### config.mk
export PLATFORM = sky130hd
export DESIGN_NAME = crc_checked_pwm_command_deframer
export DESIGN_NICKNAME = d
export VERILOG_FILES = /design/src/crcpd_pkg.sv /design/src/crc_checked_pwm_command_deframer.sv /design/src/crcpd_deframer.sv /design/src/crcpd_servo_scale.sv /design/src/crcpd_reply_out.sv
export SDC_FILE = /design/constraint.sdc
export NUM_CORES = 2
export LEC_CHECK = 0
export BUFFER_PORTS_ARGS = -buffer_cell sky130_fd_sc_hd__buf_4
export CAP_MARGIN = 10
export CORE_MARGIN = 4
export CORE_UTILIZATION = 28
export CTS_CLUSTER_SIZE = 10
export DETAILED_ROUTE_END_ITERATION = 10
export PLACE_DENSITY_LB_ADDON = 0.25
export SETUP_SLACK_MARGIN = 0.1
export SLEW_MARGIN = 25
export SYNTH_ARGS = -nofsm -noshare
export SYNTH_HDL_FRONTEND = slang
export SYNTH_SLANG_ARGS = --single-unit
### constraint.sdc
create_clock -name clk -period 7.7 [get_ports clk]
set_clock_uncertainty 0.05 [all_clocks]
set_input_delay 0.385 -clock clk [delete_from_list [all_inputs] [get_ports clk]]
set_output_delay 0.385 -clock clk [all_outputs]
set_load 0.005 [all_outputs]
### src/crcpd_pkg.sv
// Shared constants, types and the CRC byte update for the PWM command deframer.
// No dependencies; every other file of the block imports this package.
`timescale 1ns / 1ps

package crcpd_pkg;

  // Frame geometry
  localparam int unsigned FRAME_LEN_DEF  = 11;
  localparam int unsigned PAYLOAD_BYTES  = 8;
  localparam int unsigned DUTY_COUNT     = 4;
  localparam logic [7:0]  START_BYTE     = 8'hFF;

  // CRC-16/MODBUS
  localparam logic [15:0] CRC_INIT       = 16'hFFFF;
  localparam logic [15:0] CRC_POLY       = 16'hA001;

  // Servo scaling: floor(period_top * (OFFSET + v) / 20460), 20460 = 4 * 5115
  localparam logic [16:0] SERVO_OFFSET   = 17'd1023;
  localparam int unsigned SERVO_PRE_SHIFT = 2;
  localparam logic [12:0] SERVO_ODD_DIV  = 13'd5115;
  localparam int unsigned RECIP_SHIFT    = 31;
  localparam int unsigned QUOT_W         = 19;
  localparam logic [QUOT_W-1:0] SERVO_RECIP =
    QUOT_W'((64'd1 << RECIP_SHIFT) / 64'(SERVO_ODD_DIV));
  localparam int unsigned SERVO_STAGES   = 3;
  localparam logic [15:0] SERVO_RESET    = 16'd1499;

  // Reply buffering: frames that may be in flight or waiting at the output
  localparam int unsigned FRAMES_IN_FLIGHT = 2;

  // Configuration register indexes
  localparam logic CFG_IDX_PERIOD_TOP  = 1'b0;
  localparam logic CFG_IDX_STATUS_WORD = 1'b1;
  localparam logic [15:0] PERIOD_TOP_RESET  = 16'd19999;
  localparam logic [15:0] STATUS_WORD_RESET = 16'd730;

  typedef logic [DUTY_COUNT-1:0][7:0] duty_vec_t;

  // Completed frame, as it leaves the deframer
  typedef struct packed {
    logic      ok;
    duty_vec_t duty;
  } frame_info_t;

  // One frame's reply, waiting at the output
  typedef struct packed {
    logic        ok;
    logic [15:0] reply;
    duty_vec_t   duty;
    logic [15:0] tilt;
    logic [15:0] pan;
  } reply_entry_t;

  function automatic logic [15:0] crc_feed(input logic [15:0] crc_in, input logic [7:0] b);
    logic [15:0] c;
    c = crc_in ^ {8'h00, b};
    for (int k = 0; k < 8; k++) begin
      c = c[0] ? ((c >> 1) ^ CRC_POLY) : (c >> 1);
    end
    return c;
  endfunction

endpackage

### src/crc_checked_pwm_command_deframer.sv
// Top level of the CRC-checked PWM command deframer.
// Depends on crcpd_pkg, crcpd_deframer, crcpd_servo_scale, crcpd_reply_out.
`timescale 1ns / 1ps

// Receives a byte stream and gathers FRAME_LEN-byte command frames: byte 0 is
// a start byte (any value), bytes 1..4 are motor duties (fwd left, fwd right,
// back left, back right), bytes 5..6 tilt and 7..8 pan (high byte first), the
// rest CRC-16/MODBUS bytes. A 0xFF at any later position restarts the frame
// with itself as byte 0. When the CRC over the whole frame ends at zero, the
// duties and the servo compares floor(period_top*(1023+v)/20460), saturated to
// 16 bits, are latched. Every completed frame yields two reply transactions:
// status_word high byte then low byte (zero on a CRC failure), each carrying
// frame_ok and the latched duties and compares. Rate: one input byte per
// cycle. The closing byte of a frame is held off (in_tready low) only while
// the replies of two earlier frames are still in flight or unread; the two-
// entry reply buffer sets that limit. out_tvalid rises after the closing
// byte is taken, once the three-stage servo divide and then the reply buffer
// write have run; each reply is held on the output until out_tready takes it.
// period_top is sampled when a frame closes, so writes never rescale
// compares already latched. Reset values: period_top 19999, status_word 730,
// duties 0, compares 1499.

module crc_checked_pwm_command_deframer #(
  parameter int unsigned FRAME_LEN = crcpd_pkg::FRAME_LEN_DEF
) (
  input  logic        clk,
  input  logic        rst_n,
  // input stream
  input  logic        in_tvalid,
  output logic        in_tready,
  input  logic [7:0]  in_tdata,    // [7:0] rx_byte
  // reply stream
  output logic        out_tvalid,
  input  logic        out_tready,
  output logic [71:0] out_tdata,   // [7:0] reply_byte, [15:8] fwd_left_duty,
                                   // [23:16] fwd_right_duty, [31:24] back_left_duty,
                                   // [39:32] back_right_duty, [55:40] tilt_compare,
                                   // [71:56] pan_compare
  output logic        out_tuser,   // [0] frame_ok
  output logic        out_tlast,   // reply_last
  // configuration writes
  input  logic        cfg_valid,
  output logic        cfg_ready,
  input  logic        cfg_index,   // 0 period_top, 1 status_word
  input  logic [15:0] cfg_data
);
  import crcpd_pkg::*;

  logic [15:0] period_top_r, period_top_nxt;
  logic [15:0] status_word_r, status_word_nxt;

  logic        fr_valid, frame_sent;
  frame_info_t fr_info;
  logic [15:0] tilt_val, pan_val, tilt_q, pan_q;

  // frame info rides alongside the servo divide pipeline
  logic        pipe_vld_r [SERVO_STAGES];
  frame_info_t pipe_info_r [SERVO_STAGES];

  // Configuration: always ready, one register per transaction
  assign cfg_ready = 1'b1;

  always_comb begin
    period_top_nxt  = period_top_r;
    status_word_nxt = status_word_r;
    if (cfg_valid) begin
      case (cfg_index)
        CFG_IDX_PERIOD_TOP:  period_top_nxt  = cfg_data;
        CFG_IDX_STATUS_WORD: status_word_nxt = cfg_data;
        default: ;
      endcase
    end
  end

  always_ff @(posedge clk) begin
    if (!rst_n) begin
      period_top_r  <= PERIOD_TOP_RESET;
      status_word_r <= STATUS_WORD_RESET;
    end else begin
      period_top_r  <= period_top_nxt;
      status_word_r <= status_word_nxt;
    end
  end

  crcpd_deframer #(
    .FRAME_LEN (FRAME_LEN)
  ) u_deframer (
    .clk        (clk),
    .rst_n      (rst_n),
    .in_tvalid  (in_tvalid),
    .in_tready  (in_tready),
    .in_tdata   (in_tdata),
    .frame_sent (frame_sent),
    .fr_valid   (fr_valid),
    .fr_info    (fr_info),
    .tilt_val   (tilt_val),
    .pan_val    (pan_val)
  );

  // Payload holds steady after a frame closes until the next frame's payload
  // bytes arrive, so the free-running divide pipes pick up the right operands.
  crcpd_servo_scale u_tilt_scale (
    .clk        (clk),
    .period_top (period_top_r),
    .raw_val    (tilt_val),
    .compare    (tilt_q)
  );

  crcpd_servo_scale u_pan_scale (
    .clk        (clk),
    .period_top (period_top_r),
    .raw_val    (pan_val),
    .compare    (pan_q)
  );

  always_ff @(posedge clk) begin
    if (!rst_n) begin
      for (int s = 0; s < SERVO_STAGES; s++) begin
        pipe_vld_r[s] <= 1'b0;
      end
    end else begin
      pipe_vld_r[0] <= fr_valid;
      for (int s = 1; s < SERVO_STAGES; s++) begin
        pipe_vld_r[s] <= pipe_vld_r[s-1];
      end
    end
  end

  always_ff @(posedge clk) begin
    pipe_info_r[0] <= fr_info;
    for (int s = 1; s < SERVO_STAGES; s++) begin
      pipe_info_r[s] <= pipe_info_r[s-1];
    end
  end

  crcpd_reply_out u_reply_out (
    .clk         (clk),
    .rst_n       (rst_n),
    .fr_valid    (pipe_vld_r[SERVO_STAGES-1]),
    .fr_info     (pipe_info_r[SERVO_STAGES-1]),
    .tilt_q      (tilt_q),
    .pan_q       (pan_q),
    .status_word (status_word_r),
    .out_tvalid  (out_tvalid),
    .out_tready  (out_tready),
    .out_tdata   (out_tdata),
    .out_tuser   (out_tuser),
    .out_tlast   (out_tlast),
    .frame_sent  (frame_sent)
  );

endmodule

### src/crcpd_deframer.sv
// Byte deframer: frame index, running CRC, payload capture, motor duty latch.
// Depends on crcpd_pkg.
`timescale 1ns / 1ps

module crcpd_deframer #(
  parameter int unsigned FRAME_LEN = crcpd_pkg::FRAME_LEN_DEF
) (
  input  logic                     clk,
  input  logic                     rst_n,
  input  logic                     in_tvalid,
  output logic                     in_tready,
  input  logic [7:0]               in_tdata,
  input  logic                     frame_sent,
  output logic                     fr_valid,
  output crcpd_pkg::frame_info_t   fr_info,
  output logic [15:0]              tilt_val,
  output logic [15:0]              pan_val
);
  import crcpd_pkg::*;

  localparam int unsigned IDX_W = $clog2(FRAME_LEN);
  localparam logic [IDX_W-1:0] LAST_IDX = IDX_W'(FRAME_LEN - 1);
  localparam int unsigned CNT_W = $clog2(FRAMES_IN_FLIGHT + 1);

  logic [IDX_W-1:0] idx_r, idx_nxt;
  logic [15:0]      crc_r, crc_nxt;
  logic [7:0]       payload_r [PAYLOAD_BYTES];
  duty_vec_t        duty_r, duty_nxt;
  logic             fr_valid_r, fr_valid_nxt;
  logic             fr_ok_r, fr_ok_nxt;
  logic [CNT_W-1:0] cnt_r, cnt_nxt;

  logic        accept, restart, at_last, closes;
  logic [15:0] crc_new;

  assign accept  = in_tvalid & in_tready;
  assign restart = (idx_r != '0) && (in_tdata == START_BYTE);
  assign at_last = (idx_r == LAST_IDX);
  assign closes  = accept & ~restart & at_last;
  assign crc_new = crc_feed(restart ? CRC_INIT : crc_r, in_tdata);

  // Closing byte waits only when both reply slots are taken
  assign in_tready = ~at_last || (cnt_r < CNT_W'(FRAMES_IN_FLIGHT));

  always_comb begin
    idx_nxt      = idx_r;
    crc_nxt      = crc_r;
    duty_nxt     = duty_r;
    fr_valid_nxt = closes;
    fr_ok_nxt    = fr_ok_r;
    if (accept) begin
      if (restart) begin
        idx_nxt = IDX_W'(1);
        crc_nxt = crc_new;
      end else if (at_last) begin
        idx_nxt   = '0;
        crc_nxt   = CRC_INIT;
        fr_ok_nxt = (crc_new == 16'h0000);
        if (crc_new == 16'h0000) begin
          for (int k = 0; k < DUTY_COUNT; k++) begin
            duty_nxt[k] = payload_r[k];
          end
        end
      end else begin
        idx_nxt = idx_r + IDX_W'(1);
        crc_nxt = crc_new;
      end
    end
    cnt_nxt = cnt_r + CNT_W'(closes) - CNT_W'(frame_sent);
  end

  always_ff @(posedge clk) begin
    if (!rst_n) begin
      idx_r      <= '0;
      crc_r      <= CRC_INIT;
      duty_r     <= '0;
      fr_valid_r <= 1'b0;
      cnt_r      <= '0;
    end else begin
      idx_r      <= idx_nxt;
      crc_r      <= crc_nxt;
      duty_r     <= duty_nxt;
      fr_valid_r <= fr_valid_nxt;
      cnt_r      <= cnt_nxt;
    end
  end

  always_ff @(posedge clk) begin
    fr_ok_r <= fr_ok_nxt;
  end

  // Payload bytes sit at frame indexes 1..8
  always_ff @(posedge clk) begin
    for (int k = 0; k < PAYLOAD_BYTES; k++) begin
      if (accept && !restart && (idx_r == IDX_W'(k + 1))) begin
        payload_r[k] <= in_tdata;
      end
    end
  end

  assign fr_valid     = fr_valid_r;
  assign fr_info.ok   = fr_ok_r;
  assign fr_info.duty = duty_r;
  assign tilt_val     = {payload_r[4], payload_r[5]};
  assign pan_val      = {payload_r[6], payload_r[7]};

endmodule

### src/crcpd_servo_scale.sv
// Three-stage servo compare: multiply, reciprocal divide, correct and saturate.
// Depends on crcpd_pkg.
`timescale 1ns / 1ps

module crcpd_servo_scale (
  input  logic        clk,
  input  logic [15:0] period_top,
  input  logic [15:0] raw_val,
  output logic [15:0] compare
);
  import crcpd_pkg::*;

  localparam int unsigned PROD_W = 33;
  localparam int unsigned N_W    = PROD_W - SERVO_PRE_SHIFT;
  localparam int unsigned NM_W   = N_W + QUOT_W;

  logic [PROD_W-1:0] prod_r, prod_nxt;
  logic [N_W-1:0]    n_r;
  logic [QUOT_W-1:0] q0_r;
  logic [15:0]       cmp_r, cmp_nxt;

  logic [NM_W-1:0]   nm;
  logic [31:0]       qd, rem;
  logic [QUOT_W:0]   q1;

  assign prod_nxt = PROD_W'(period_top) * PROD_W'(SERVO_OFFSET + 17'(raw_val));
  assign nm       = NM_W'(prod_r[PROD_W-1:SERVO_PRE_SHIFT]) * NM_W'(SERVO_RECIP);

  // Estimate is exact or one low; one compare fixes it
  always_comb begin
    qd  = 32'(q0_r) * 32'(SERVO_ODD_DIV);
    rem = 32'(n_r) - qd;
    q1  = (QUOT_W + 1)'(q0_r) + (QUOT_W + 1)'(rem >= 32'(SERVO_ODD_DIV));
    cmp_nxt = (q1 > (QUOT_W + 1)'(16'hFFFF)) ? 16'hFFFF : q1[15:0];
  end

  always_ff @(posedge clk) begin
    prod_r <= prod_nxt;
    n_r    <= prod_r[PROD_W-1:SERVO_PRE_SHIFT];
    q0_r   <= nm[RECIP_SHIFT +: QUOT_W];
    cmp_r  <= cmp_nxt;
  end

  assign compare = cmp_r;

endmodule

### src/crcpd_reply_out.sv
// Reply buffer: latches servo compares, queues frame replies, sends two bytes each.
// Depends on crcpd_pkg.
`timescale 1ns / 1ps

module crcpd_reply_out (
  input  logic                   clk,
  input  logic                   rst_n,
  input  logic                   fr_valid,
  input  crcpd_pkg::frame_info_t fr_info,
  input  logic [15:0]            tilt_q,
  input  logic [15:0]            pan_q,
  input  logic [15:0]            status_word,
  output logic                   out_tvalid,
  input  logic                   out_tready,
  output logic [71:0]            out_tdata,
  output logic                   out_tuser,
  output logic                   out_tlast,
  output logic                   frame_sent
);
  import crcpd_pkg::*;

  localparam int unsigned PTR_W = $clog2(FRAMES_IN_FLIGHT);
  localparam int unsigned CNT_W = $clog2(FRAMES_IN_FLIGHT + 1);

  reply_entry_t     fifo_r [FRAMES_IN_FLIGHT];
  logic [PTR_W-1:0] wr_ptr_r, wr_ptr_nxt, rd_ptr_r, rd_ptr_nxt;
  logic [CNT_W-1:0] cnt_r, cnt_nxt;
  logic             phase_r, phase_nxt;
  logic [15:0]      tilt_r, tilt_nxt, pan_r, pan_nxt;

  reply_entry_t     push_entry, head;
  logic             out_acc;

  always_comb begin
    tilt_nxt = fr_info.ok ? tilt_q : tilt_r;
    pan_nxt  = fr_info.ok ? pan_q  : pan_r;
    push_entry.ok    = fr_info.ok;
    push_entry.reply = fr_info.ok ? status_word : 16'h0000;
    push_entry.duty  = fr_info.duty;
    push_entry.tilt  = tilt_nxt;
    push_entry.pan   = pan_nxt;
  end

  assign head       = fifo_r[rd_ptr_r];
  assign out_tvalid = (cnt_r != '0);
  assign out_acc    = out_tvalid & out_tready;
  assign frame_sent = out_acc & phase_r;

  always_comb begin
    wr_ptr_nxt = fr_valid ? wr_ptr_r + PTR_W'(1) : wr_ptr_r;
    rd_ptr_nxt = frame_sent ? rd_ptr_r + PTR_W'(1) : rd_ptr_r;
    cnt_nxt    = cnt_r + CNT_W'(fr_valid) - CNT_W'(frame_sent);
    phase_nxt  = out_acc ? ~phase_r : phase_r;
  end

  always_ff @(posedge clk) begin
    if (!rst_n) begin
      wr_ptr_r <= '0;
      rd_ptr_r <= '0;
      cnt_r    <= '0;
      phase_r  <= 1'b0;
      tilt_r   <= SERVO_RESET;
      pan_r    <= SERVO_RESET;
    end else begin
      wr_ptr_r <= wr_ptr_nxt;
      rd_ptr_r <= rd_ptr_nxt;
      cnt_r    <= cnt_nxt;
      phase_r  <= phase_nxt;
      if (fr_valid) begin
        tilt_r <= tilt_nxt;
        pan_r  <= pan_nxt;
      end
    end
  end

  always_ff @(posedge clk) begin
    if (fr_valid) begin
      fifo_r[wr_ptr_r] <= push_entry;
    end
  end

  assign out_tdata = {head.pan, head.tilt, head.duty,
                      phase_r ? head.reply[7:0] : head.reply[15:8]};
  assign out_tuser = head.ok;
  assign out_tlast = phase_r;

endmodule

==> impl_metrics.env <==
export IMPL_wl_per_cell_um=17.1
export IMPL_status="finished with violations"
export IMPL_yosysWarnings=0
export IMPL_cp_end_kind="flip-flop"
export IMPL_hold_viol_final=0
export IMPL_clkTransAtPathRegs_ns=0.06
export IMPL_fmax_mhz=129
export IMPL_violations="negative setup slack"
export IMPL_fin_util_pct=33.5
export IMPL_yosysUniqueCellTypes=91
export IMPL_htreeDepth=3
export IMPL_dieArea_sq_um=223000
export IMPL_grt_max_degree=66
export IMPL_async_flop_share_pct=0
export IMPL_max_cap_viol_count=0
export IMPL_cp_slowest_stage_delay_ns=0.56
export IMPL_timing_final_crit_share_pct=101
export IMPL_cts_inserted_buffers=83
export IMPL_reg2reg_slack_ns=-0.06
export IMPL_startpoint_type="flip-flop"
export IMPL_antenna_found_initial=14
export IMPL_die_x_um=472
export IMPL_core_sq_um=214000
export IMPL_syn_instance_count=5909
export IMPL_grt_usage_pct=14.5
export IMPL_cp_max_fo=4
export IMPL_grt_pass1_wl_mm=254
export IMPL_cp_slowest_cell="fa_1"
export IMPL_cp_endpoint="u_pan_scale.prod_r[32]$_DFF_P_"
export IMPL_insertion_delay_ns=0.71
export IMPL_setup_slack_ns=-0.0559
export IMPL_synthesis_area_sq_um=60300
export IMPL_synth_top_area_share_pct=28.1
export IMPL_finalCriticalPeriod_ns=7.76
export IMPL_register_area_sq_um=15300
export IMPL_routed_via_count=40900
export IMPL_yosysTopAreaCell="fa_1"
export IMPL_worstHoldPathType="input port to flip-flop"
export IMPL_place_ws_ns=-0.495
export IMPL_nFillCells=21800
export IMPL_gp_congestion=0.859
export IMPL_synth_ff_type="dfxtp_1"
export IMPL_area_growth_pct=19.2
export IMPL_r2r_cells=27
export IMPL_firstDrtPassIters=5
export IMPL_syn_mean_instance_area_sq_um=10.2
export IMPL_worstMarginPinSlew_ns=1.06
export IMPL_worstPathRequired_ns=8.28
export IMPL_fp_row_count=170
export IMPL_arrival_ns=8.34
export IMPL_critical_path_class="flip-flop to flip-flop"
export IMPL_clock_sinks=648
export IMPL_multi_input_area_sq_um=40800
export IMPL_crit_top_cell="fa_1"
export IMPL_setup_violations=1
export IMPL_startpoint="u_deframer.payload_r[7][5]$_DFFE_PP_"
export IMPL_via_per_inst=4.39
export IMPL_synth_edf_count=227
export IMPL_hpwl_mm=128
export IMPL_drc_errors=0
export IMPL_ys_ff_latch=648
export IMPL_start_util_pct=28.1
export IMPL_cts_root_buf="clkbuf_16"
export IMPL_clockBufferDepth=3
export IMPL_port_buffers=105
export IMPL_r2r_start="u_deframer.payload_r[7][5]$_DFFE_PP_"
export IMPL_hold_depth=4
export IMPL_synth_fp_nets=7474
export IMPL_grt_ovfl_total=0
export IMPL_r2r_end="u_pan_scale.prod_r[32]$_DFF_P_"
export IMPL_final_nets=7971
export IMPL_drive_above_1_share_pct=15.4
export IMPL_dr_first_iter_drc_count=1829
export IMPL_grt_pass1_vias=44700
export IMPL_synth_common_cells="inv_1 (1,300), fa_1 (846), ha_1 (689)"
export IMPL_synth_most_common_cell="inv_1"
export IMPL_cts_tree="done"
export IMPL_ant_nets=0
export IMPL_ios=107
export IMPL_die_h_um=472
export IMPL_timing_max_slew_rel_slack_pct=29.5
export IMPL_rsz0062_at_grt="true"
export IMPL_wirelength_mm=160
export IMPL_seq_area_frac_synth_pct=25.3
export IMPL_yosys_top_cells_area="fa_1 (28%), ha_1 (14%), dfxtp_1 (14%), edfxtp_1 (11%), inv_1 (8.1%)"
export IMPL_slew_viol_final=0
-- layout by cell type, fill, tap and decap left out, types with 24 or more instances in the layout --
cell,n
nand2_2,28
and2_1,187
a21o_1,68
edfxtp_1,227
nand2_1,549
nor3_1,46
inv_1,1279
o21ai_0,56
nand4_1,25
nor2b_1,64
o211ai_1,24
xor2_1,80
clkbuf_1,41
dlygate4sd3_1,25
mux2i_1,69
xnor2_1,152
nand3_1,56
nor2_1,175
clkbuf_16,85
o21a_1,25
dfxtp_1,398
ha_1,660
a21oi_1,148
mux2_2,99
nand2b_1,39
buf_4,510
and3_1,25
fa_1,831
-- stage by stage --
| stage | TNS (ns) | instances | hold WS (ns) | instance area [sq um] |
|---|---|---|---|---|
| finish | -0.0559 | 9323 | 0.124 | 71900 |
| detailed placement | -10.59 | 9093 | 0.262 | 67400 |
| floorplan | 0 | 5909 | 0.260 | 60500 |
| global placement | -9.30 | 9093 | 0.260 | 67400 |
| global route | -3.36 | 9317 | 0.0964 | 71900 |
| CTS | -0.00769 | 9284 | 0.0678 | 70900 |
-- worst min-delay path by stage --
stage                                       end                       start  slack, ns
2_1_floorplan        pipe_info_r[0][33]$_DFF_P_   pipe_info_r[0][0]$_DFF_P_       0.26
3_3_place_gp         pipe_info_r[0][91]$_DFF_P_  pipe_info_r[0][58]$_DFF_P_       0.26
3_5_place_dp         pipe_info_r[0][75]$_DFF_P_  pipe_info_r[0][42]$_DFF_P_       0.26
4_1_cts        u_deframer.idx_r[3]$_SDFFE_PN0P_                   in_tvalid       0.07
5_1_grt        u_deframer.idx_r[3]$_SDFFE_PN0P_                   in_tvalid        0.1
6_report       u_deframer.idx_r[3]$_SDFFE_PN0P_                   in_tvalid       0.12
-- metal layers --
metal  GRT usage (%)  share of wire [%]  up-vias
li1                -                  -    19600
met1            18.8                 45    20500
met2            24.8                 48      597
met3            2.12                3.7      195
met4            4.35                2.9        2
met5               0             0.0081        -
-- sequential cells by signal (all words and copies together), names as in the netlist, 2 cells and up, named ones only --
signal and cells:
period_top_r 16, pipe_info_r 99, pipe_vld_r 3, status_word_r 16, u_deframer.cnt_r 2, u_deframer.crc_r 16, u_deframer.fr_info 32, u_deframer.idx_r 4
u_deframer.payload_r 64, u_pan_scale.compare 16, u_pan_scale.n_r 31, u_pan_scale.prod_r 31, u_pan_scale.q0_r 19, u_reply_out.cnt_r 2, u_reply_out.fifo_r 162, u_reply_out.pan_r 16
u_reply_out.tilt_r 16, u_tilt_scale.compare 16, u_tilt_scale.n_r 31, u_tilt_scale.prod_r 31, u_tilt_scale.q0_r 19
-- kinds of logic (layout without fill, tap and decap cells) --
group	Yosys count	count (layout)	synth area share [%]
AOI/OAI and AO/OA	526	526	5.80
xor gates and xnor gates	242	242	3.55
adders and majority gates	1539	1539	42.4
buffers and inverters	1460	2025	9.15
DFF	648	648	25.3
muxes	182	182	3.39
other	1	12	0.00622
and+or+nand+nor	1311	1311	10.4
-- critical path: cells and delay by family, from the launching register on --
kind                     cells  cell delay (ns)
adder cells (fa/ha/maj)      7             3.23
flip-flops                   1             0.38
XOR/XNOR                     1             0.21
AND/OR/NAND/NOR              9             2.23
AO/OA/AOI/OAI                5             1.38
buffers and inverters        5             0.25
-- cell type report --
type / count / area share (%)
Multi-Input combinational cell: 3801 / 56.7
Sequential cell: 648 / 21.3
Inverter: 1300 / 6.80
Timing Repair Buffer: 572 / 6.51
Tap cell: 2838 / 4.94
Clock buffer: 129 / 3.21
Clock inverter: 24 / 0.519
Antenna cell: 11 / 0.0383
-- repair_timing --
action | 4_1_cts | 5_1_grt
setup buffers | 11 | 29
pin swaps | 49 | 88
hold endpoints to repair | 72 | 0
gates resized for setup | 102 | 163
hold buffers | 25 | 0
cloned | 2 | 0
setup endpoints to repair | 41 | 50
Power is left out: the tool's default activity adds up to more than one toggle a clock period on the data nets, which glitch-free logic cannot reach.
